--- src/rtl/core/slen_pkg.sv ---
// Package for the sequential list engine.
// Holds sizes, action and status codes, controller states and the
// command/status structs shared by the controller and the datapath.
`default_nettype none

package slen_pkg;

  // List capacity and the widths that follow from it.
  localparam int CAPACITY = 16;
  localparam int ADDR_W   = (CAPACITY > 1) ? $clog2(CAPACITY) : 1;
  localparam int LEN_W    = $clog2(CAPACITY + 1);

  // Fixed field widths of the input and result items.
  localparam int ACT_W  = 3;
  localparam int POS_W  = 8;
  localparam int DATA_W = 32;
  localparam int STS_W  = 2;
  localparam int CMP_W  = POS_W + 1;

  typedef enum logic [ACT_W-1:0] {
    ACT_CLEAR   = 3'd0,
    ACT_INSERT  = 3'd1,
    ACT_DELETE  = 3'd2,
    ACT_LOCATE  = 3'd3,
    ACT_REVERSE = 3'd4,
    ACT_READ    = 3'd5
  } action_e;

  typedef enum logic [STS_W-1:0] {
    STS_OK        = 2'd0,
    STS_FULL      = 2'd1,
    STS_BAD_POS   = 2'd2,
    STS_NOT_FOUND = 2'd3
  } status_e;

  typedef enum logic [3:0] {
    S_IDLE,
    S_DECODE,
    S_INS_MOVE,
    S_INS_FLUSH,
    S_INS_PUT,
    S_DEL_MOVE,
    S_DEL_FLUSH,
    S_LOC_SCAN,
    S_LOC_LAST,
    S_REV_RD_LO,
    S_REV_RD_HI,
    S_REV_WR_LO,
    S_REV_WR_HI,
    S_RD_ISSUE,
    S_RD_WAIT,
    S_DONE
  } state_e;

  typedef enum logic [2:0] {
    PTR_HOLD,
    PTR_LEN_M1,
    PTR_POS_M1,
    PTR_ZERO,
    PTR_INC,
    PTR_DEC
  } ptr_op_e;

  typedef enum logic [1:0] {
    PIPE_OFF,
    PIPE_UP,
    PIPE_DOWN,
    PIPE_SCAN
  } pipe_e;

  typedef enum logic [2:0] {
    WR_NONE,
    WR_PEND,
    WR_PUT,
    WR_SWAP_LO,
    WR_SWAP_HI
  } wr_op_e;

  typedef enum logic [1:0] {
    LEN_HOLD,
    LEN_CLEAR,
    LEN_INC,
    LEN_DEC
  } len_op_e;

  typedef enum logic [2:0] {
    RES_NONE,
    RES_OK,
    RES_FULL,
    RES_BAD_POS,
    RES_NOT_FOUND,
    RES_FOUND,
    RES_ELEM
  } res_op_e;

  typedef enum logic {
    RA_PTR,
    RA_HI
  } rd_sel_e;

  // Commands from the controller to the datapath.
  typedef struct packed {
    logic    latch;
    ptr_op_e ptr_op;
    logic    hi_load;
    logic    hi_dec;
    logic    rd_en;
    rd_sel_e rd_sel;
    pipe_e   pipe;
    wr_op_e  wr_op;
    logic    tmp_load;
    len_op_e len_op;
    res_op_e res_op;
    logic    out_load;
  } dp_cmd_t;

  // Status from the datapath to the controller.
  typedef struct packed {
    action_e act;
    logic    full;
    logic    ins_pos_ok;
    logic    ins_at_end;
    logic    acc_pos_ok;
    logic    len_zero;
    logic    len_lt2;
    logic    ptr_at_pos;
    logic    ptr_at_end;
    logic    hit;
    logic    rev_more;
    logic    out_free;
  } dp_sts_t;

endpackage

`default_nettype wire

--- src/rtl/core/slen_if.sv ---
// Handshake interfaces for the input and result channels of the list engine.
// Depends on slen_pkg for the field widths.
`default_nettype none

interface slen_in_if;
  logic                              valid;
  logic                              ready;
  logic [slen_pkg::ACT_W-1:0]        action;
  logic [slen_pkg::POS_W-1:0]        position;
  logic signed [slen_pkg::DATA_W-1:0] value;

  modport source (output valid, output action, output position, output value,
                  input ready);
  modport sink   (input valid, input action, input position, input value,
                  output ready);
endinterface

interface slen_out_if;
  logic                               valid;
  logic                               ready;
  logic [slen_pkg::STS_W-1:0]         status;
  logic [slen_pkg::POS_W-1:0]         found_position;
  logic signed [slen_pkg::DATA_W-1:0] element;
  logic [slen_pkg::POS_W-1:0]         list_length;

  modport source (output valid, output status, output found_position,
                  output element, output list_length, input ready);
  modport sink   (input valid, input status, input found_position,
                  input element, input list_length, output ready);
endinterface

`default_nettype wire

--- src/rtl/core/slen_ram.sv ---
// Generic single-write, single-read RAM with a registered read port.
// No dependencies.
`default_nettype none

module slen_ram #(
  parameter int WIDTH = 32,
  parameter int DEPTH = 16
) (
  input  wire logic                                         clk_i,
  input  wire logic                                         we_i,
  input  wire logic [((DEPTH > 1) ? $clog2(DEPTH) : 1)-1:0] waddr_i,
  input  wire logic [WIDTH-1:0]                             wdata_i,
  input  wire logic                                         re_i,
  input  wire logic [((DEPTH > 1) ? $clog2(DEPTH) : 1)-1:0] raddr_i,
  output logic      [WIDTH-1:0]                             rdata_o
);

  logic [WIDTH-1:0] mem_q [DEPTH];

  always_ff @(posedge clk_i) begin
    if (we_i) begin
      mem_q[waddr_i] <= wdata_i;
    end
    if (re_i) begin
      rdata_o <= mem_q[raddr_i];
    end
  end

endmodule

`default_nettype wire

--- src/rtl/core/slen_datapath.sv ---
// Datapath of the list engine: item registers, length, walk pointers,
// memory port muxing, result assembly and the output register.
// Depends on slen_pkg; drives the ports of an slen_ram instance.
`default_nettype none

module slen_datapath (
  input  wire logic                          clk_i,
  input  wire logic                          rst_ni,
  input  wire slen_pkg::dp_cmd_t             cmd_i,
  output slen_pkg::dp_sts_t                  sts_o,
  input  wire logic [slen_pkg::ACT_W-1:0]    in_action_i,
  input  wire logic [slen_pkg::POS_W-1:0]    in_position_i,
  input  wire logic signed [slen_pkg::DATA_W-1:0] in_value_i,
  output logic                               ram_we_o,
  output logic [slen_pkg::ADDR_W-1:0]        ram_waddr_o,
  output logic [slen_pkg::DATA_W-1:0]        ram_wdata_o,
  output logic                               ram_re_o,
  output logic [slen_pkg::ADDR_W-1:0]        ram_raddr_o,
  input  wire logic [slen_pkg::DATA_W-1:0]   ram_rdata_i,
  input  wire logic                          out_ready_i,
  output logic                               out_valid_o,
  output logic [slen_pkg::STS_W-1:0]         out_status_o,
  output logic [slen_pkg::POS_W-1:0]         out_found_position_o,
  output logic signed [slen_pkg::DATA_W-1:0] out_element_o,
  output logic [slen_pkg::POS_W-1:0]         out_list_length_o
);

  localparam int AW = slen_pkg::ADDR_W;
  localparam int LW = slen_pkg::LEN_W;
  localparam int PW = slen_pkg::POS_W;
  localparam int DW = slen_pkg::DATA_W;
  localparam int CW = slen_pkg::CMP_W;

  // Item registers.
  logic [slen_pkg::ACT_W-1:0] act_q;
  logic [PW-1:0]              pos_q;
  logic [DW-1:0]              val_q;

  // Control registers.
  logic [LW-1:0] len_q, len_d;
  logic [AW-1:0] ptr_q, ptr_d;
  logic [AW-1:0] hi_q, hi_d;
  logic          pend_q, pend_d;
  logic          cap_q, cap_d;
  logic          out_valid_q, out_valid_d;

  // Payload registers.
  logic [AW-1:0]            wa_q, wa_d;
  logic [DW-1:0]            tmp_q;
  slen_pkg::status_e        wstat_q, wstat_d;
  logic [PW-1:0]            wfound_q, wfound_d;
  logic [DW-1:0]            welem_q, welem_d;
  logic [slen_pkg::STS_W-1:0] out_stat_q;
  logic [PW-1:0]            out_found_q;
  logic [DW-1:0]            out_elem_q;
  logic [PW-1:0]            out_len_q;

  logic [PW-1:0] pos_m1;
  logic [CW-1:0] len_p1;
  logic          out_free;

  assign pos_m1   = pos_q - PW'(1);
  assign len_p1   = CW'(len_q) + CW'(1);
  assign out_free = !out_valid_q || out_ready_i;

  // Status toward the controller.
  always_comb begin
    sts_o.act        = slen_pkg::action_e'(act_q);
    sts_o.full       = len_q >= LW'(slen_pkg::CAPACITY);
    sts_o.ins_pos_ok = (pos_q != '0) && (CW'(pos_q) <= len_p1);
    sts_o.ins_at_end = CW'(pos_q) == len_p1;
    sts_o.acc_pos_ok = (pos_q != '0) && (CW'(pos_q) <= CW'(len_q));
    sts_o.len_zero   = len_q == '0;
    sts_o.len_lt2    = len_q < LW'(2);
    sts_o.ptr_at_pos = PW'(ptr_q) == pos_m1;
    sts_o.ptr_at_end = LW'(ptr_q) == (len_q - LW'(1));
    sts_o.hit        = pend_q && (ram_rdata_i == val_q);
    sts_o.rev_more   = (LW'(hi_q) - LW'(ptr_q)) > LW'(2);
    sts_o.out_free   = out_free;
  end

  // Memory ports.
  always_comb begin
    ram_re_o    = cmd_i.rd_en;
    ram_raddr_o = (cmd_i.rd_sel == slen_pkg::RA_HI) ? hi_q : ptr_q;
    ram_we_o    = 1'b0;
    ram_waddr_o = wa_q;
    ram_wdata_o = ram_rdata_i;
    case (cmd_i.wr_op)
      slen_pkg::WR_PEND: begin
        ram_we_o = pend_q && !cap_q;
      end
      slen_pkg::WR_PUT: begin
        ram_we_o    = 1'b1;
        ram_waddr_o = AW'(pos_m1);
        ram_wdata_o = val_q;
      end
      slen_pkg::WR_SWAP_LO: begin
        ram_we_o    = 1'b1;
        ram_waddr_o = ptr_q;
      end
      slen_pkg::WR_SWAP_HI: begin
        ram_we_o    = 1'b1;
        ram_waddr_o = hi_q;
        ram_wdata_o = tmp_q;
      end
      default: begin
        ram_we_o = 1'b0;
      end
    endcase
  end

  // Next-state logic for pointers, length and the read pipeline.
  always_comb begin
    case (cmd_i.ptr_op)
      slen_pkg::PTR_LEN_M1: ptr_d = AW'(len_q - LW'(1));
      slen_pkg::PTR_POS_M1: ptr_d = AW'(pos_m1);
      slen_pkg::PTR_ZERO:   ptr_d = '0;
      slen_pkg::PTR_INC:    ptr_d = ptr_q + AW'(1);
      slen_pkg::PTR_DEC:    ptr_d = ptr_q - AW'(1);
      default:              ptr_d = ptr_q;
    endcase

    if (cmd_i.hi_load) begin
      hi_d = AW'(len_q - LW'(1));
    end else if (cmd_i.hi_dec) begin
      hi_d = hi_q - AW'(1);
    end else begin
      hi_d = hi_q;
    end

    case (cmd_i.len_op)
      slen_pkg::LEN_CLEAR: len_d = '0;
      slen_pkg::LEN_INC:   len_d = len_q + LW'(1);
      slen_pkg::LEN_DEC:   len_d = len_q - LW'(1);
      default:             len_d = len_q;
    endcase

    // The write address of a pending read is registered with it and used in the cycle after the read.
    pend_d = cmd_i.pipe != slen_pkg::PIPE_OFF;
    cap_d  = (cmd_i.pipe == slen_pkg::PIPE_DOWN) && sts_o.ptr_at_pos;
    case (cmd_i.pipe)
      slen_pkg::PIPE_UP:   wa_d = ptr_q + AW'(1);
      slen_pkg::PIPE_DOWN: wa_d = ptr_q - AW'(1);
      slen_pkg::PIPE_SCAN: wa_d = ptr_q;
      default:             wa_d = wa_q;
    endcase
  end

  // Result assembly.
  always_comb begin
    wstat_d  = wstat_q;
    wfound_d = wfound_q;
    welem_d  = welem_q;
    case (cmd_i.res_op)
      slen_pkg::RES_OK: begin
        wstat_d  = slen_pkg::STS_OK;
        wfound_d = '0;
        welem_d  = '0;
      end
      slen_pkg::RES_FULL: begin
        wstat_d  = slen_pkg::STS_FULL;
        wfound_d = '0;
        welem_d  = '0;
      end
      slen_pkg::RES_BAD_POS: begin
        wstat_d  = slen_pkg::STS_BAD_POS;
        wfound_d = '0;
        welem_d  = '0;
      end
      slen_pkg::RES_NOT_FOUND: begin
        wstat_d  = slen_pkg::STS_NOT_FOUND;
        wfound_d = '0;
        welem_d  = '0;
      end
      slen_pkg::RES_FOUND: begin
        wstat_d  = slen_pkg::STS_OK;
        wfound_d = PW'(wa_q) + PW'(1);
      end
      slen_pkg::RES_ELEM: begin
        welem_d = ram_rdata_i;
      end
      default: begin
        // The first read of a delete walk is the removed element.
        if (pend_q && cap_q) begin
          welem_d = ram_rdata_i;
        end
      end
    endcase
  end

  always_comb begin
    if (cmd_i.out_load) begin
      out_valid_d = 1'b1;
    end else if (out_ready_i) begin
      out_valid_d = 1'b0;
    end else begin
      out_valid_d = out_valid_q;
    end
  end

  always_ff @(posedge clk_i or negedge rst_ni) begin
    if (!rst_ni) begin
      len_q       <= '0;
      ptr_q       <= '0;
      hi_q        <= '0;
      pend_q      <= 1'b0;
      cap_q       <= 1'b0;
      out_valid_q <= 1'b0;
    end else begin
      len_q       <= len_d;
      ptr_q       <= ptr_d;
      hi_q        <= hi_d;
      pend_q      <= pend_d;
      cap_q       <= cap_d;
      out_valid_q <= out_valid_d;
    end
  end

  always_ff @(posedge clk_i) begin
    if (cmd_i.latch) begin
      act_q <= in_action_i;
      pos_q <= in_position_i;
      val_q <= in_value_i;
    end
    if (cmd_i.tmp_load) begin
      tmp_q <= ram_rdata_i;
    end
    wa_q     <= wa_d;
    wstat_q  <= wstat_d;
    wfound_q <= wfound_d;
    welem_q  <= welem_d;
    if (cmd_i.out_load) begin
      out_stat_q  <= wstat_q;
      out_found_q <= wfound_q;
      out_elem_q  <= welem_q;
      out_len_q   <= PW'(len_q);
    end
  end

  assign out_valid_o          = out_valid_q;
  assign out_status_o         = out_stat_q;
  assign out_found_position_o = out_found_q;
  assign out_element_o        = out_elem_q;
  assign out_list_length_o    = out_len_q;

endmodule

`default_nettype wire

--- src/rtl/core/slen_ctrl.sv ---
// Controller state machine of the list engine.
// Depends on slen_pkg for the state type and the command/status structs.
`default_nettype none

module slen_ctrl (
  input  wire logic              clk_i,
  input  wire logic              rst_ni,
  input  wire logic              in_valid_i,
  output logic                   in_ready_o,
  input  wire slen_pkg::dp_sts_t sts_i,
  output slen_pkg::dp_cmd_t      cmd_o
);

  slen_pkg::state_e state_q, state_d;

  always_ff @(posedge clk_i or negedge rst_ni) begin
    if (!rst_ni) begin
      state_q <= slen_pkg::S_IDLE;
    end else begin
      state_q <= state_d;
    end
  end

  // Next state.
  always_comb begin
    state_d = state_q;
    case (state_q)
      slen_pkg::S_IDLE: begin
        if (in_valid_i) state_d = slen_pkg::S_DECODE;
      end
      slen_pkg::S_DECODE: begin
        case (sts_i.act)
          slen_pkg::ACT_INSERT: begin
            if (sts_i.full || !sts_i.ins_pos_ok) state_d = slen_pkg::S_DONE;
            else if (sts_i.ins_at_end)           state_d = slen_pkg::S_INS_PUT;
            else                                 state_d = slen_pkg::S_INS_MOVE;
          end
          slen_pkg::ACT_DELETE: begin
            state_d = sts_i.acc_pos_ok ? slen_pkg::S_DEL_MOVE : slen_pkg::S_DONE;
          end
          slen_pkg::ACT_LOCATE: begin
            state_d = sts_i.len_zero ? slen_pkg::S_DONE : slen_pkg::S_LOC_SCAN;
          end
          slen_pkg::ACT_REVERSE: begin
            state_d = sts_i.len_lt2 ? slen_pkg::S_DONE : slen_pkg::S_REV_RD_LO;
          end
          slen_pkg::ACT_READ: begin
            state_d = sts_i.acc_pos_ok ? slen_pkg::S_RD_ISSUE : slen_pkg::S_DONE;
          end
          default: begin
            state_d = slen_pkg::S_DONE;
          end
        endcase
      end
      slen_pkg::S_INS_MOVE: begin
        if (sts_i.ptr_at_pos) state_d = slen_pkg::S_INS_FLUSH;
      end
      slen_pkg::S_INS_FLUSH: state_d = slen_pkg::S_INS_PUT;
      slen_pkg::S_INS_PUT:   state_d = slen_pkg::S_DONE;
      slen_pkg::S_DEL_MOVE: begin
        if (sts_i.ptr_at_end) state_d = slen_pkg::S_DEL_FLUSH;
      end
      slen_pkg::S_DEL_FLUSH: state_d = slen_pkg::S_DONE;
      slen_pkg::S_LOC_SCAN: begin
        if (sts_i.hit)             state_d = slen_pkg::S_DONE;
        else if (sts_i.ptr_at_end) state_d = slen_pkg::S_LOC_LAST;
      end
      slen_pkg::S_LOC_LAST:  state_d = slen_pkg::S_DONE;
      slen_pkg::S_REV_RD_LO: state_d = slen_pkg::S_REV_RD_HI;
      slen_pkg::S_REV_RD_HI: state_d = slen_pkg::S_REV_WR_LO;
      slen_pkg::S_REV_WR_LO: state_d = slen_pkg::S_REV_WR_HI;
      slen_pkg::S_REV_WR_HI: begin
        state_d = sts_i.rev_more ? slen_pkg::S_REV_RD_LO : slen_pkg::S_DONE;
      end
      slen_pkg::S_RD_ISSUE: state_d = slen_pkg::S_RD_WAIT;
      slen_pkg::S_RD_WAIT:  state_d = slen_pkg::S_DONE;
      slen_pkg::S_DONE: begin
        if (sts_i.out_free) state_d = slen_pkg::S_IDLE;
      end
      default: state_d = slen_pkg::S_IDLE;
    endcase
  end

  // Outputs.
  always_comb begin
    cmd_o      = '0;
    in_ready_o = 1'b0;
    case (state_q)
      slen_pkg::S_IDLE: begin
        in_ready_o  = 1'b1;
        cmd_o.latch = in_valid_i;
      end
      slen_pkg::S_DECODE: begin
        case (sts_i.act)
          slen_pkg::ACT_CLEAR: begin
            cmd_o.len_op = slen_pkg::LEN_CLEAR;
            cmd_o.res_op = slen_pkg::RES_OK;
          end
          slen_pkg::ACT_INSERT: begin
            if (sts_i.full) begin
              cmd_o.res_op = slen_pkg::RES_FULL;
            end else if (!sts_i.ins_pos_ok) begin
              cmd_o.res_op = slen_pkg::RES_BAD_POS;
            end else begin
              cmd_o.res_op = slen_pkg::RES_OK;
              if (!sts_i.ins_at_end) cmd_o.ptr_op = slen_pkg::PTR_LEN_M1;
            end
          end
          slen_pkg::ACT_DELETE: begin
            if (sts_i.acc_pos_ok) begin
              cmd_o.res_op = slen_pkg::RES_OK;
              cmd_o.ptr_op = slen_pkg::PTR_POS_M1;
            end else begin
              cmd_o.res_op = slen_pkg::RES_BAD_POS;
            end
          end
          slen_pkg::ACT_LOCATE: begin
            if (sts_i.len_zero) begin
              cmd_o.res_op = slen_pkg::RES_NOT_FOUND;
            end else begin
              cmd_o.res_op = slen_pkg::RES_OK;
              cmd_o.ptr_op = slen_pkg::PTR_ZERO;
            end
          end
          slen_pkg::ACT_REVERSE: begin
            cmd_o.res_op = slen_pkg::RES_OK;
            if (!sts_i.len_lt2) begin
              cmd_o.ptr_op  = slen_pkg::PTR_ZERO;
              cmd_o.hi_load = 1'b1;
            end
          end
          slen_pkg::ACT_READ: begin
            if (sts_i.acc_pos_ok) begin
              cmd_o.res_op = slen_pkg::RES_OK;
              cmd_o.ptr_op = slen_pkg::PTR_POS_M1;
            end else begin
              cmd_o.res_op = slen_pkg::RES_BAD_POS;
            end
          end
          default: begin
            cmd_o.res_op = slen_pkg::RES_OK;
          end
        endcase
      end
      slen_pkg::S_INS_MOVE: begin
        cmd_o.rd_en = 1'b1;
        cmd_o.pipe  = slen_pkg::PIPE_UP;
        cmd_o.wr_op = slen_pkg::WR_PEND;
        if (!sts_i.ptr_at_pos) cmd_o.ptr_op = slen_pkg::PTR_DEC;
      end
      slen_pkg::S_INS_FLUSH: begin
        cmd_o.wr_op = slen_pkg::WR_PEND;
      end
      slen_pkg::S_INS_PUT: begin
        cmd_o.wr_op  = slen_pkg::WR_PUT;
        cmd_o.len_op = slen_pkg::LEN_INC;
      end
      slen_pkg::S_DEL_MOVE: begin
        cmd_o.rd_en = 1'b1;
        cmd_o.pipe  = slen_pkg::PIPE_DOWN;
        cmd_o.wr_op = slen_pkg::WR_PEND;
        if (!sts_i.ptr_at_end) cmd_o.ptr_op = slen_pkg::PTR_INC;
      end
      slen_pkg::S_DEL_FLUSH: begin
        cmd_o.wr_op  = slen_pkg::WR_PEND;
        cmd_o.len_op = slen_pkg::LEN_DEC;
      end
      slen_pkg::S_LOC_SCAN: begin
        cmd_o.rd_en = 1'b1;
        cmd_o.pipe  = slen_pkg::PIPE_SCAN;
        if (sts_i.hit) begin
          cmd_o.res_op = slen_pkg::RES_FOUND;
        end else if (!sts_i.ptr_at_end) begin
          cmd_o.ptr_op = slen_pkg::PTR_INC;
        end
      end
      slen_pkg::S_LOC_LAST: begin
        cmd_o.res_op = sts_i.hit ? slen_pkg::RES_FOUND : slen_pkg::RES_NOT_FOUND;
      end
      slen_pkg::S_REV_RD_LO: begin
        cmd_o.rd_en  = 1'b1;
        cmd_o.rd_sel = slen_pkg::RA_PTR;
      end
      slen_pkg::S_REV_RD_HI: begin
        cmd_o.rd_en    = 1'b1;
        cmd_o.rd_sel   = slen_pkg::RA_HI;
        cmd_o.tmp_load = 1'b1;
      end
      slen_pkg::S_REV_WR_LO: begin
        cmd_o.wr_op = slen_pkg::WR_SWAP_LO;
      end
      slen_pkg::S_REV_WR_HI: begin
        cmd_o.wr_op = slen_pkg::WR_SWAP_HI;
        if (sts_i.rev_more) begin
          cmd_o.ptr_op = slen_pkg::PTR_INC;
          cmd_o.hi_dec = 1'b1;
        end
      end
      slen_pkg::S_RD_ISSUE: begin
        cmd_o.rd_en = 1'b1;
      end
      slen_pkg::S_RD_WAIT: begin
        cmd_o.res_op = slen_pkg::RES_ELEM;
      end
      slen_pkg::S_DONE: begin
        cmd_o.out_load = sts_i.out_free;
      end
      default: begin
        cmd_o = '0;
      end
    endcase
  end

endmodule

`default_nettype wire

--- src/rtl/core/sequential_list_engine.sv ---
// The engine works on one item at a time; a walk moves element by element through the
// single memory read port (two reads and two writes per swapped pair for reverse).
// Reset clears the length and all control state but not the element store.
`default_nettype none

// Top level of the sequential list engine. Depends on slen_pkg, the channel
// interfaces, slen_ctrl, slen_datapath and slen_ram.
module sequential_list_engine (
  input  wire logic   clk_i,
  input  wire logic   rst_ni,
  slen_in_if.sink     in_i,
  slen_out_if.source  out_o
);

  // The controller walks one action at a time; the datapath keeps the list
  // length, the walk pointers and the output register, so a finished result
  // may sit in the output register while the next item is taken and worked on.
  slen_pkg::dp_cmd_t cmd;
  slen_pkg::dp_sts_t sts;

  // Memory port signals between the datapath and the element store.
  logic                          ram_we;
  logic [slen_pkg::ADDR_W-1:0]   ram_waddr;
  logic [slen_pkg::DATA_W-1:0]   ram_wdata;
  logic                          ram_re;
  logic [slen_pkg::ADDR_W-1:0]   ram_raddr;
  logic [slen_pkg::DATA_W-1:0]   ram_rdata;

  slen_ctrl u_ctrl (
    .clk_i      (clk_i),
    .rst_ni     (rst_ni),
    .in_valid_i (in_i.valid),
    .in_ready_o (in_i.ready),
    .sts_i      (sts),
    .cmd_o      (cmd)
  );

  slen_datapath u_datapath (
    .clk_i                (clk_i),
    .rst_ni               (rst_ni),
    .cmd_i                (cmd),
    .sts_o                (sts),
    .in_action_i          (in_i.action),
    .in_position_i        (in_i.position),
    .in_value_i           (in_i.value),
    .ram_we_o             (ram_we),
    .ram_waddr_o          (ram_waddr),
    .ram_wdata_o          (ram_wdata),
    .ram_re_o             (ram_re),
    .ram_raddr_o          (ram_raddr),
    .ram_rdata_i          (ram_rdata),
    .out_ready_i          (out_o.ready),
    .out_valid_o          (out_o.valid),
    .out_status_o         (out_o.status),
    .out_found_position_o (out_o.found_position),
    .out_element_o        (out_o.element),
    .out_list_length_o    (out_o.list_length)
  );

  // Element store: one write and one registered read per cycle.
  slen_ram #(
    .WIDTH (slen_pkg::DATA_W),
    .DEPTH (slen_pkg::CAPACITY)
  ) u_store (
    .clk_i   (clk_i),
    .we_i    (ram_we),
    .waddr_i (ram_waddr),
    .wdata_i (ram_wdata),
    .re_i    (ram_re),
    .raddr_i (ram_raddr),
    .rdata_o (ram_rdata)
  );

endmodule

`default_nettype wire

--- src/flat_wrapper.sv ---
// flat-port wrapper written by rule: the top's interface ports become plain ports
module sequential_list_engine_flat 
  (clk_i, rst_ni, in_i_valid, in_i_action, in_i_position, in_i_value, in_i_ready, out_o_valid, out_o_status, out_o_found_position, out_o_element, out_o_list_length, out_o_ready);
  slen_in_if in_i_i ();
  slen_out_if out_o_i ();
  input  wire logic clk_i;
  input  wire logic rst_ni;
  input wire logic [$bits(in_i_i.valid)-1:0] in_i_valid;
  input wire logic [$bits(in_i_i.action)-1:0] in_i_action;
  input wire logic [$bits(in_i_i.position)-1:0] in_i_position;
  input wire logic [$bits(in_i_i.value)-1:0] in_i_value;
  output wire logic [$bits(in_i_i.ready)-1:0] in_i_ready;
  output wire logic [$bits(out_o_i.valid)-1:0] out_o_valid;
  output wire logic [$bits(out_o_i.status)-1:0] out_o_status;
  output wire logic [$bits(out_o_i.found_position)-1:0] out_o_found_position;
  output wire logic [$bits(out_o_i.element)-1:0] out_o_element;
  output wire logic [$bits(out_o_i.list_length)-1:0] out_o_list_length;
  input wire logic [$bits(out_o_i.ready)-1:0] out_o_ready;
  assign in_i_i.valid = in_i_valid;
  assign in_i_i.action = in_i_action;
  assign in_i_i.position = in_i_position;
  assign in_i_i.value = in_i_value;
  assign in_i_ready = in_i_i.ready;
  assign out_o_valid = out_o_i.valid;
  assign out_o_status = out_o_i.status;
  assign out_o_found_position = out_o_i.found_position;
  assign out_o_element = out_o_i.element;
  assign out_o_list_length = out_o_i.list_length;
  assign out_o_i.ready = out_o_ready;
  sequential_list_engine u_core (.clk_i(clk_i), .rst_ni(rst_ni), .in_i(in_i_i), .out_o(out_o_i));
endmodule
--- config.mk ---
export PLATFORM = sky130hd
export DESIGN_NAME = sequential_list_engine_flat
export DESIGN_NICKNAME = d
export VERILOG_FILES = /design/src/rtl/core/slen_pkg.sv /design/src/rtl/core/slen_if.sv /design/src/rtl/core/slen_ram.sv /design/src/rtl/core/slen_datapath.sv /design/src/rtl/core/slen_ctrl.sv /design/src/rtl/core/sequential_list_engine.sv /design/src/flat_wrapper.sv
export SDC_FILE = /design/constraint.sdc
export NUM_CORES = 1
export LEC_CHECK = 0
export BUFFER_PORTS_ARGS = -buffer_cell sky130_fd_sc_hd__buf_2
export CAP_MARGIN = 10
export CORE_MARGIN = 10
export CORE_UTILIZATION = 60
export CTS_CLUSTER_SIZE = 30
export DETAILED_ROUTE_END_ITERATION = 10
export GPL_ROUTABILITY_DRIVEN = 0
export GPL_TIMING_DRIVEN = 0
export PLACE_DENSITY_LB_ADDON = 0.2
export SLEW_MARGIN = 20
export SYNTH_ARGS = -nofsm -noshare
export SYNTH_HDL_FRONTEND = slang
export SYNTH_HIERARCHICAL = 1
export SYNTH_SLANG_ARGS = --single-unit
--- constraint.sdc ---
create_clock -name clk_i -period 5.5 [get_ports clk_i]
set_input_delay 1.375 -clock clk_i [delete_from_list [all_inputs] [get_ports clk_i]]
set_output_delay 1.375 -clock clk_i [all_outputs]
set_load 0.05 [all_outputs]
==> results of run 1 <==
-- state kept, by name (all words and copies together), names as in the netlist, 4 cells and up --
register and flops:
u_core/u_datapath/len_q 5, u_core/u_datapath/pos_q 8, u_core/u_datapath/wfound_q 5, u_core/u_datapath/welem_q 32, u_core/u_ctrl/state_q 4, u_core/u_datapath/out_found_position_o 5, u_core/u_datapath/out_list_length_o 5, u_core/u_store/rdata_o 32
u_core/u_datapath/out_element_o 32, u_core/u_datapath/tmp_q 32, u_core/u_datapath/wa_q 4, u_core/u_store/mem_q 512, u_core/u_datapath/hi_q 4, u_core/u_datapath/val_q 32, u_core/u_datapath/ptr_q 4
-- Yosys cell counts, types with 3 or more instances --
cell type	count	share of area, %
o22ai_1	11	0.23
or3_1	4	0.085
nand4_1	10	0.21
a211oi_1	5	0.13
nor3_1	16	0.27
a21oi_1	30	0.51
edfxtp_1	706	72
dfrtp_1	20	1.7
mux2_2	4	0.15
nor4_1	8	0.17
nand2_1	134	1.7
and2_1	5	0.11
a32o_1	4	0.14
ha_1	25	1.1
xnor2_1	48	1.4
buf_1	10	0.13
o21ai_1	15	0.26
nor2_1	55	0.70
nand2b_1	16	0.34
mux4_2	128	9.8
a211o_1	3	0.090
nor3b_1	3	0.077
xor2_1	13	0.39
a31oi_1	6	0.13
a22oi_1	97	2.5
o21ai_0	18	0.31
inv_2	5	0.064
inv_1	27	0.35
buf_2	18	0.31
clkbuf_1	43	0.55
buf_4	22	0.56
mux2i_1	8	0.27
nand3b_1	5	0.13
nand3_1	15	0.26
nor2b_1	47	1.0
and3_1	4	0.085
-- layer usage --
metal	GRT usage, %	wire length (um)
met5	0	0
met4	10.4	2950
met3	6.22	8290
met2	40.6	35300
met1	34.8	27500
-- what timing repair did --
action / 4_1_cts / 5_1_grt
endpoints found under the hold margin: 0 / 0
hold buffers: 0 / 0
setup endpoints to repair: 0 / 15
gates resized for setup: 0 / 6
-- how the worst max path moves through the flow --
stage                                                       end  slack [ns]
floorplan                  u_core/u_store/mem_q[0][0]$_DFFE_PP_        0.58
global placement         u_core/u_store/mem_q[12][14]$_DFFE_PP_       -2.66
detailed placement  u_core/u_datapath/welem_q[19]$_SDFFCE_PP0P_        0.20
CTS                 u_core/u_datapath/welem_q[19]$_SDFFCE_PP0P_        0.13
global route        u_core/u_datapath/welem_q[19]$_SDFFCE_PP0P_        0.09
finish              u_core/u_datapath/welem_q[19]$_SDFFCE_PP0P_        0.31
-- through the flow --
step           std cells  total power [mW]
6_report            2516              21.9
5_1_grt             2516              22.7
4_1_cts             2516              21.8
3_5_place_dp        2393              17.1
3_3_place_gp        2345              16.4
2_1_floorplan       1638              14.0
-- cells in the final DEF, fill, tap and decap left out, types with 15 or more instances in the layout --
cell and n:
o21ai_0 18, dfrtp_1 20, nor2b_1 47, nand3_1 15
ha_1 25, a22oi_1 97, buf_4 37, clkbuf_1 55
nand2_1 134, clkbuf_16 75, xnor2_1 48, nor2_1 42
edfxtp_1 706, nand2b_1 16, buf_2 111, buf_16 16
mux4_2 128, o21ai_1 15, inv_1 27, a21oi_1 30
-- power groups by stage --
stage / Clock, mW / Combinational (mW) / Sequential, mW
6_report: 4.75 / 8.08 / 9.04
5_1_grt: 5.03 / 8.59 / 9.13
4_1_cts: 4.82 / 7.99 / 9.04
3_5_place_dp: 0 / 7.92 / 9.14
3_3_place_gp: 0 / 7.23 / 9.18
2_1_floorplan: 0 / 4.91 / 9.13
-- kinds of logic after synthesis --
logic type	synth area share, %
flops	74.0
simple gates	5.69
compound gates	4.94
mux	10.3
buf+inv	2.04
xor+xnor	1.88
fa+ha+maj	1.14
other cells	0.0128
-- layout make-up --
cell class | instances | area (um2) | share of cell area (%)
multi-input cells | 785 | 7180 | 21.2
flip-flops and latches | 726 | 21700 | 64.2
clock buffers | 90 | 1930 | 5.72
inverters | 32 | 120 | 0.355
clock inverters | 33 | 332 | 0.981
well taps | 615 | 769 | 2.28
repair buffers | 140 | 1280 | 3.80
plain buffers | 95 | 480 | 1.42
==> results.yml, run 1 <==
finish:
  postLayoutCellArea_um2: 33800
  syn2layout_area_growth_pct: 15.3
  fillers: 2897
  antennaDiodeCount: 0
  fin_util_pct: 70.3
  layout-drive-gt1-share_pct: 24.0
  layout.nets: 1923
worst_setup_path:
  cp_num_cells: 18
  critPathMaxFanout: 10
  cp-startpoint: "u_core/u_datapath/len_q[0]$_DFFE_PN0P_"
  ff2ff_path_depth: 18
  reg2reg_to: "u_core/u_datapath/welem_q[19]$_SDFFCE_PP0P_"
  max_stage_delay_ns: 0.62
  arrival_ns: 5.51
  critPathCaptureType: "flop"
  required_ns: 5.82
  path_class: "flop to flop"
  crit_buf_inv: 5
  cp_top_family: "buffers and inverters"
  worstPathCellList: "clkbuf_1, inv_1, ha_1, inv_1, ha_1, nor2b_1, o21ai_1, a21o_1, a32oi_1, a21oi_1, nand2b_1, a21boi_0, o22ai_1, clkbuf_1, nor2_1, xnor2_1, clkbuf_2, nor2b_1"
  r2r_start: "u_core/u_datapath/len_q[0]$_DFFE_PN0P_"
  start_kind: "flop"
  crit_slowest_cell: "xnor2_1"
  r2r_slack_ns: 0.31
synth:
  synth_cell_types: 70
  synth_edf_count: 706
  synth_top_flop_cell: "edfxtp_1"
  synthCells: 1633
  ys_seq_area_share_pct: 74.0
  ys_seq_elements: 726
  syn_area_um2: 29300
  synthArstFlopShare_pct: 2.75
  syn_avg_cell_area_um2: 17.9
  ys_warn_count: 6
sta:
  worstMarginPinSlew_ns: 1.05
  setup_ws_ns: 0.309
  skew_ns: 0.0232
  drv_slew: 0
  rsz0062_at_grt: "false"
  max_freq_mhz: 193
  finalHoldViolations: 0
  setup_viol: 0
  hold_slack_ns: 0.416
  finalCritPeriodShare_pct: 94.4
  slew_headroom_pct: 30.2
  fin_tns_setup_ns: 0
  period_minus_slack_ns: 5.19
power:
  clockPowerShare_pct: 21.7
  internal_power_mw: 14.1
  swShare_pct: 35.7
  irDropWorstVdd_mv: 0.306
  share_comb_of_total_power_pct: 36.9
  power_density_nw_per_um2: 647
  leakagePower_nw: 11.3
  power.switching_mw: 7.82
  pwr-share-seq_pct: 41.3
global_routing:
  grt_overflow_total: 0
  antenna_found_initial: 0
  first_global_vias: 16200
  grt_max_degree: 37
  grtUsageTotal_pct: 25.9
  grt_pass1_wl_um: 108000
place:
  dp_hpwl_um: 48100
  port_buffers: 92
  preCtsSetupSlack_ns: 0.203
  postPlaceCellArea_um2: 31500
clocking:
  cts_setup_buffers: 0
  cts_buffer_depth: 3
  htree_levels: 3
  clkLatencyLatePin_ns: 0.61
  numCtsBuffers: 70
  cts.sinks: 726
  clock-root-buffer: "clkbuf_16"
  cts.clk_slew.worst_paths_ns: 0.06
  cts_tree: "done"
drt:
  post_drt_wl_per_cell_um: 29.4
  drc_errors: 0
  drt-pass1-iter-count: 7
  ant_nets: 0
  drt_wl_total_um: 74100
  drt_iter0_markers: 2044
  drt-vias-per-instance: 6.56
  via_count: 16500
die:
  fp.dieH_um: 241
  start_util_pct: 61.0
  core_area_um2: 48000
  pin_count: 99
  die_w_um: 241
  dieArea_um2: 58100
  rows: 80
status:
  status: "finished clean"
hold_path:
  hold_depth: 0
  hold_class: "flop to flop"
  holdCritStartpoint: "u_core/u_datapath/wfound_q[4]$_SDFFCE_PN0P_"
  min_to: "u_core/u_datapath/out_found_position_o[4]$_DFFE_PP_"
flow_run:
  cap_violations: 0
(Power assumes the default switching activity.)
==> run 2: changes to the inputs <==
--- a/config.mk
+++ b/config.mk
@@ -13,7 +13,8 @@
 export DETAILED_ROUTE_END_ITERATION = 10
 export GPL_ROUTABILITY_DRIVEN = 0
 export GPL_TIMING_DRIVEN = 0
-export PLACE_DENSITY_LB_ADDON = 0.2
+export PLACE_DENSITY = 0.77
+export REMOVE_ABC_BUFFERS = 1
 export SLEW_MARGIN = 20
 export SYNTH_ARGS = -nofsm -noshare
 export SYNTH_HDL_FRONTEND = slang
==> results.yml, run 2 (synthesis gave the netlist of run 1 again) <==
finish:
  final_cell_mix: "edfxtp_1, nand2_1, mux4_2, a22oi_1, buf_2"
  layoutNonFillerInstCount: 2460
  largest_reg_flops: 512
  layout.nets: 1863
  mostFrequentLayoutCell: "edfxtp_1"
  fillers: 2730
  syn2layout_area_growth_pct: 16.7
  fin_util_pct: 71.2
  layout-drive-gt1-share_pct: 24.7
  top_register: "u_core/u_store/mem_q"
clocking:
  cts.sinks: 726
  clock-root-buffer: "clkbuf_16"
  numCtsBuffers: 70
  cts.clk_slew.worst_paths_ns: 0.06
  holdBufCountCts: 0
  clkLatencyLatePin_ns: 0.62
  cts_buffer_depth: 3
  cts_tree: "done"
  htree_levels: 3
drt:
  post_drt_wl_per_cell_um: 29.6
  drt_iter0_markers: 2123
  drc_errors: 0
  via_count: 16400
  drt-pass1-iter-count: 6
  drt_wl_total_um: 72900
  drt-vias-per-instance: 6.67
  ant_nets: 0
power:
  clockPowerShare_pct: 20.7
  irDropWorstVdd_mv: 0.372
  pwr-share-seq_pct: 41.3
  internal_power_mw: 14.4
  power_density_nw_per_um2: 648
  swShare_pct: 34.9
  power.switching_mw: 7.74
  leakagePower_nw: 11.5
  finalPower_mw: 22.2
  share_comb_of_total_power_pct: 38.0
status:
  status: "finished clean"
worst_setup_path:
  critPathCaptureType: "flop"
  cp-startpoint: "u_core/u_store/rdata_o[19]$_DFFE_PP_"
  critPathMaxFanout: 11
  arrival_ns: 5.45
  r2r_start: "u_core/u_store/rdata_o[19]$_DFFE_PP_"
  path_class: "flop to flop"
  required_ns: 5.85
  start_kind: "flop"
die:
  rows: 80
  core_area_um2: 48000
  start_util_pct: 61.0
  dieArea_um2: 58100
  fp.dieH_um: 241
  die_w_um: 241
  pin_count: 99
sta:
  finalHoldViolations: 0
  rsz0062_at_grt: "false"
  worstMarginPinSlew_ns: 0.958
  setup_ws_ns: 0.402
  period_minus_slack_ns: 5.10
  fin_tns_setup_ns: 0
  max_freq_mhz: 196
  finalCritPeriodShare_pct: 92.7
  skew_ns: 0.0291
  drv_slew: 0
  slew_headroom_pct: 36.1
  setup_viol: 0
place:
  port_buffers: 92
  dp_hpwl_um: 46800
  preCtsSetupSlack_ns: -0.247
  placed_cells: 2332
global_routing:
  grtUsageTotal_pct: 25.6
  grt_max_degree: 32
  first_global_vias: 16600
  antenna_found_initial: 0
  grt_overflow_total: 0
  grt_pass1_wl_um: 108000
hold_path:
  hold_class: "flop to flop"
  holdCritStartpoint: "u_core/u_datapath/welem_q[30]$_SDFFCE_PP0P_"
flow_run:
  cap_violations: 0
run 2: changes by cell type in the layout (fill, tap and decap cells not counted), moves of 10 or more:
cell / change
buf_2: -18
buf_4: -22
buf_16: +29
buf_1: -10
clkbuf_1: -36
run 2: path summary, 6_finish.rpt:
path / cells after the start / slack [ns] / end
worst max-delay path: 13 / 0.40 / u_core/u_datapath/welem_q[14]$_SDFFCE_PP0P_
worst min-delay path: 0 / 0.41 / u_core/u_datapath/out_element_o[30]$_DFFE_PP_
worst max register to register: 13 / 0.40 / u_core/u_datapath/welem_q[14]$_SDFFCE_PP0P_
worst min register to register: 0 / 0.41 / u_core/u_datapath/out_element_o[30]$_DFFE_PP_
max in group asynchronous: 1 / 4.42 / u_core/u_datapath/cap_q$_DFF_PN0_
min in group asynchronous: 1 / 0.73 / u_core/u_datapath/ptr_q[2]$_DFFE_PN0P_
run 2: power by group through the flow:
stage          clock network [mW]  logic [mW]  registers (mW)
3_3_place_gp                    0        6.48            9.28
5_1_grt                      4.86        8.96            9.25
2_1_floorplan                   0        4.89            9.21
6_report                     4.59        8.42            9.15
4_1_cts                      4.65        8.35            9.14
3_5_place_dp                    0        8.23            9.22
run 2: per-stage QoR:
stage	hold WS [ns]	instance area (um2)
after global placement	0.402	30100
after CTS	0.418	34200
after floorplan	0.400	28900
after global routing	0.427	34200
final	0.413	34200
after detailed placement	0.405	32000
run 2: timing repair:
action | CTS | global route
buffers inserted | 0 | 0
resized for setup | 1 | 1
setup endpoints to repair | 51 | 2
pin swaps | 0 | 0
endpoints found under the hold margin | 0 | 0
run 2: layer usage:
layer  up-vias  routed length (um)  global-route usage (%)
met5         -                   0                       0
met4         0                2980                    10.1
met3       219                7490                    5.38
met2      1103               35800                    41.3
met1      8323               26600                    34.0
li1       6764                   -                       -
run 2: final cells by class:
| type | instances | area (um2) | area share [%] |
|---|---|---|---|
| Antenna cell | 1 | 2.50 | 0.00731 |
| Clock buffer | 92 | 1900 | 5.55 |
| Inverter | 32 | 120 | 0.351 |
| Sequential cell | 726 | 21700 | 63.4 |
| Timing Repair Buffer | 175 | 2180 | 6.37 |
| Tap cell | 615 | 769 | 2.25 |
| Clock inverter | 34 | 265 | 0.775 |
| Multi-Input combinational cell | 785 | 7280 | 21.3 |
run 2: worst max-delay path, stage by stage, from the launching register on:
cell and delay (ns):
edfxtp_1 0.53, xnor2_1 0.32, nand4_1 0.28, nor4_2 0.70, nand4_1 0.28, nor4_4 0.56, and3_1 0.27, a21oi_1 0.06
o22ai_1 0.50, nor2_1 0.21, xnor2_2 0.62, buf_8 0.24, buf_6 0.17, nor2b_1 0.09
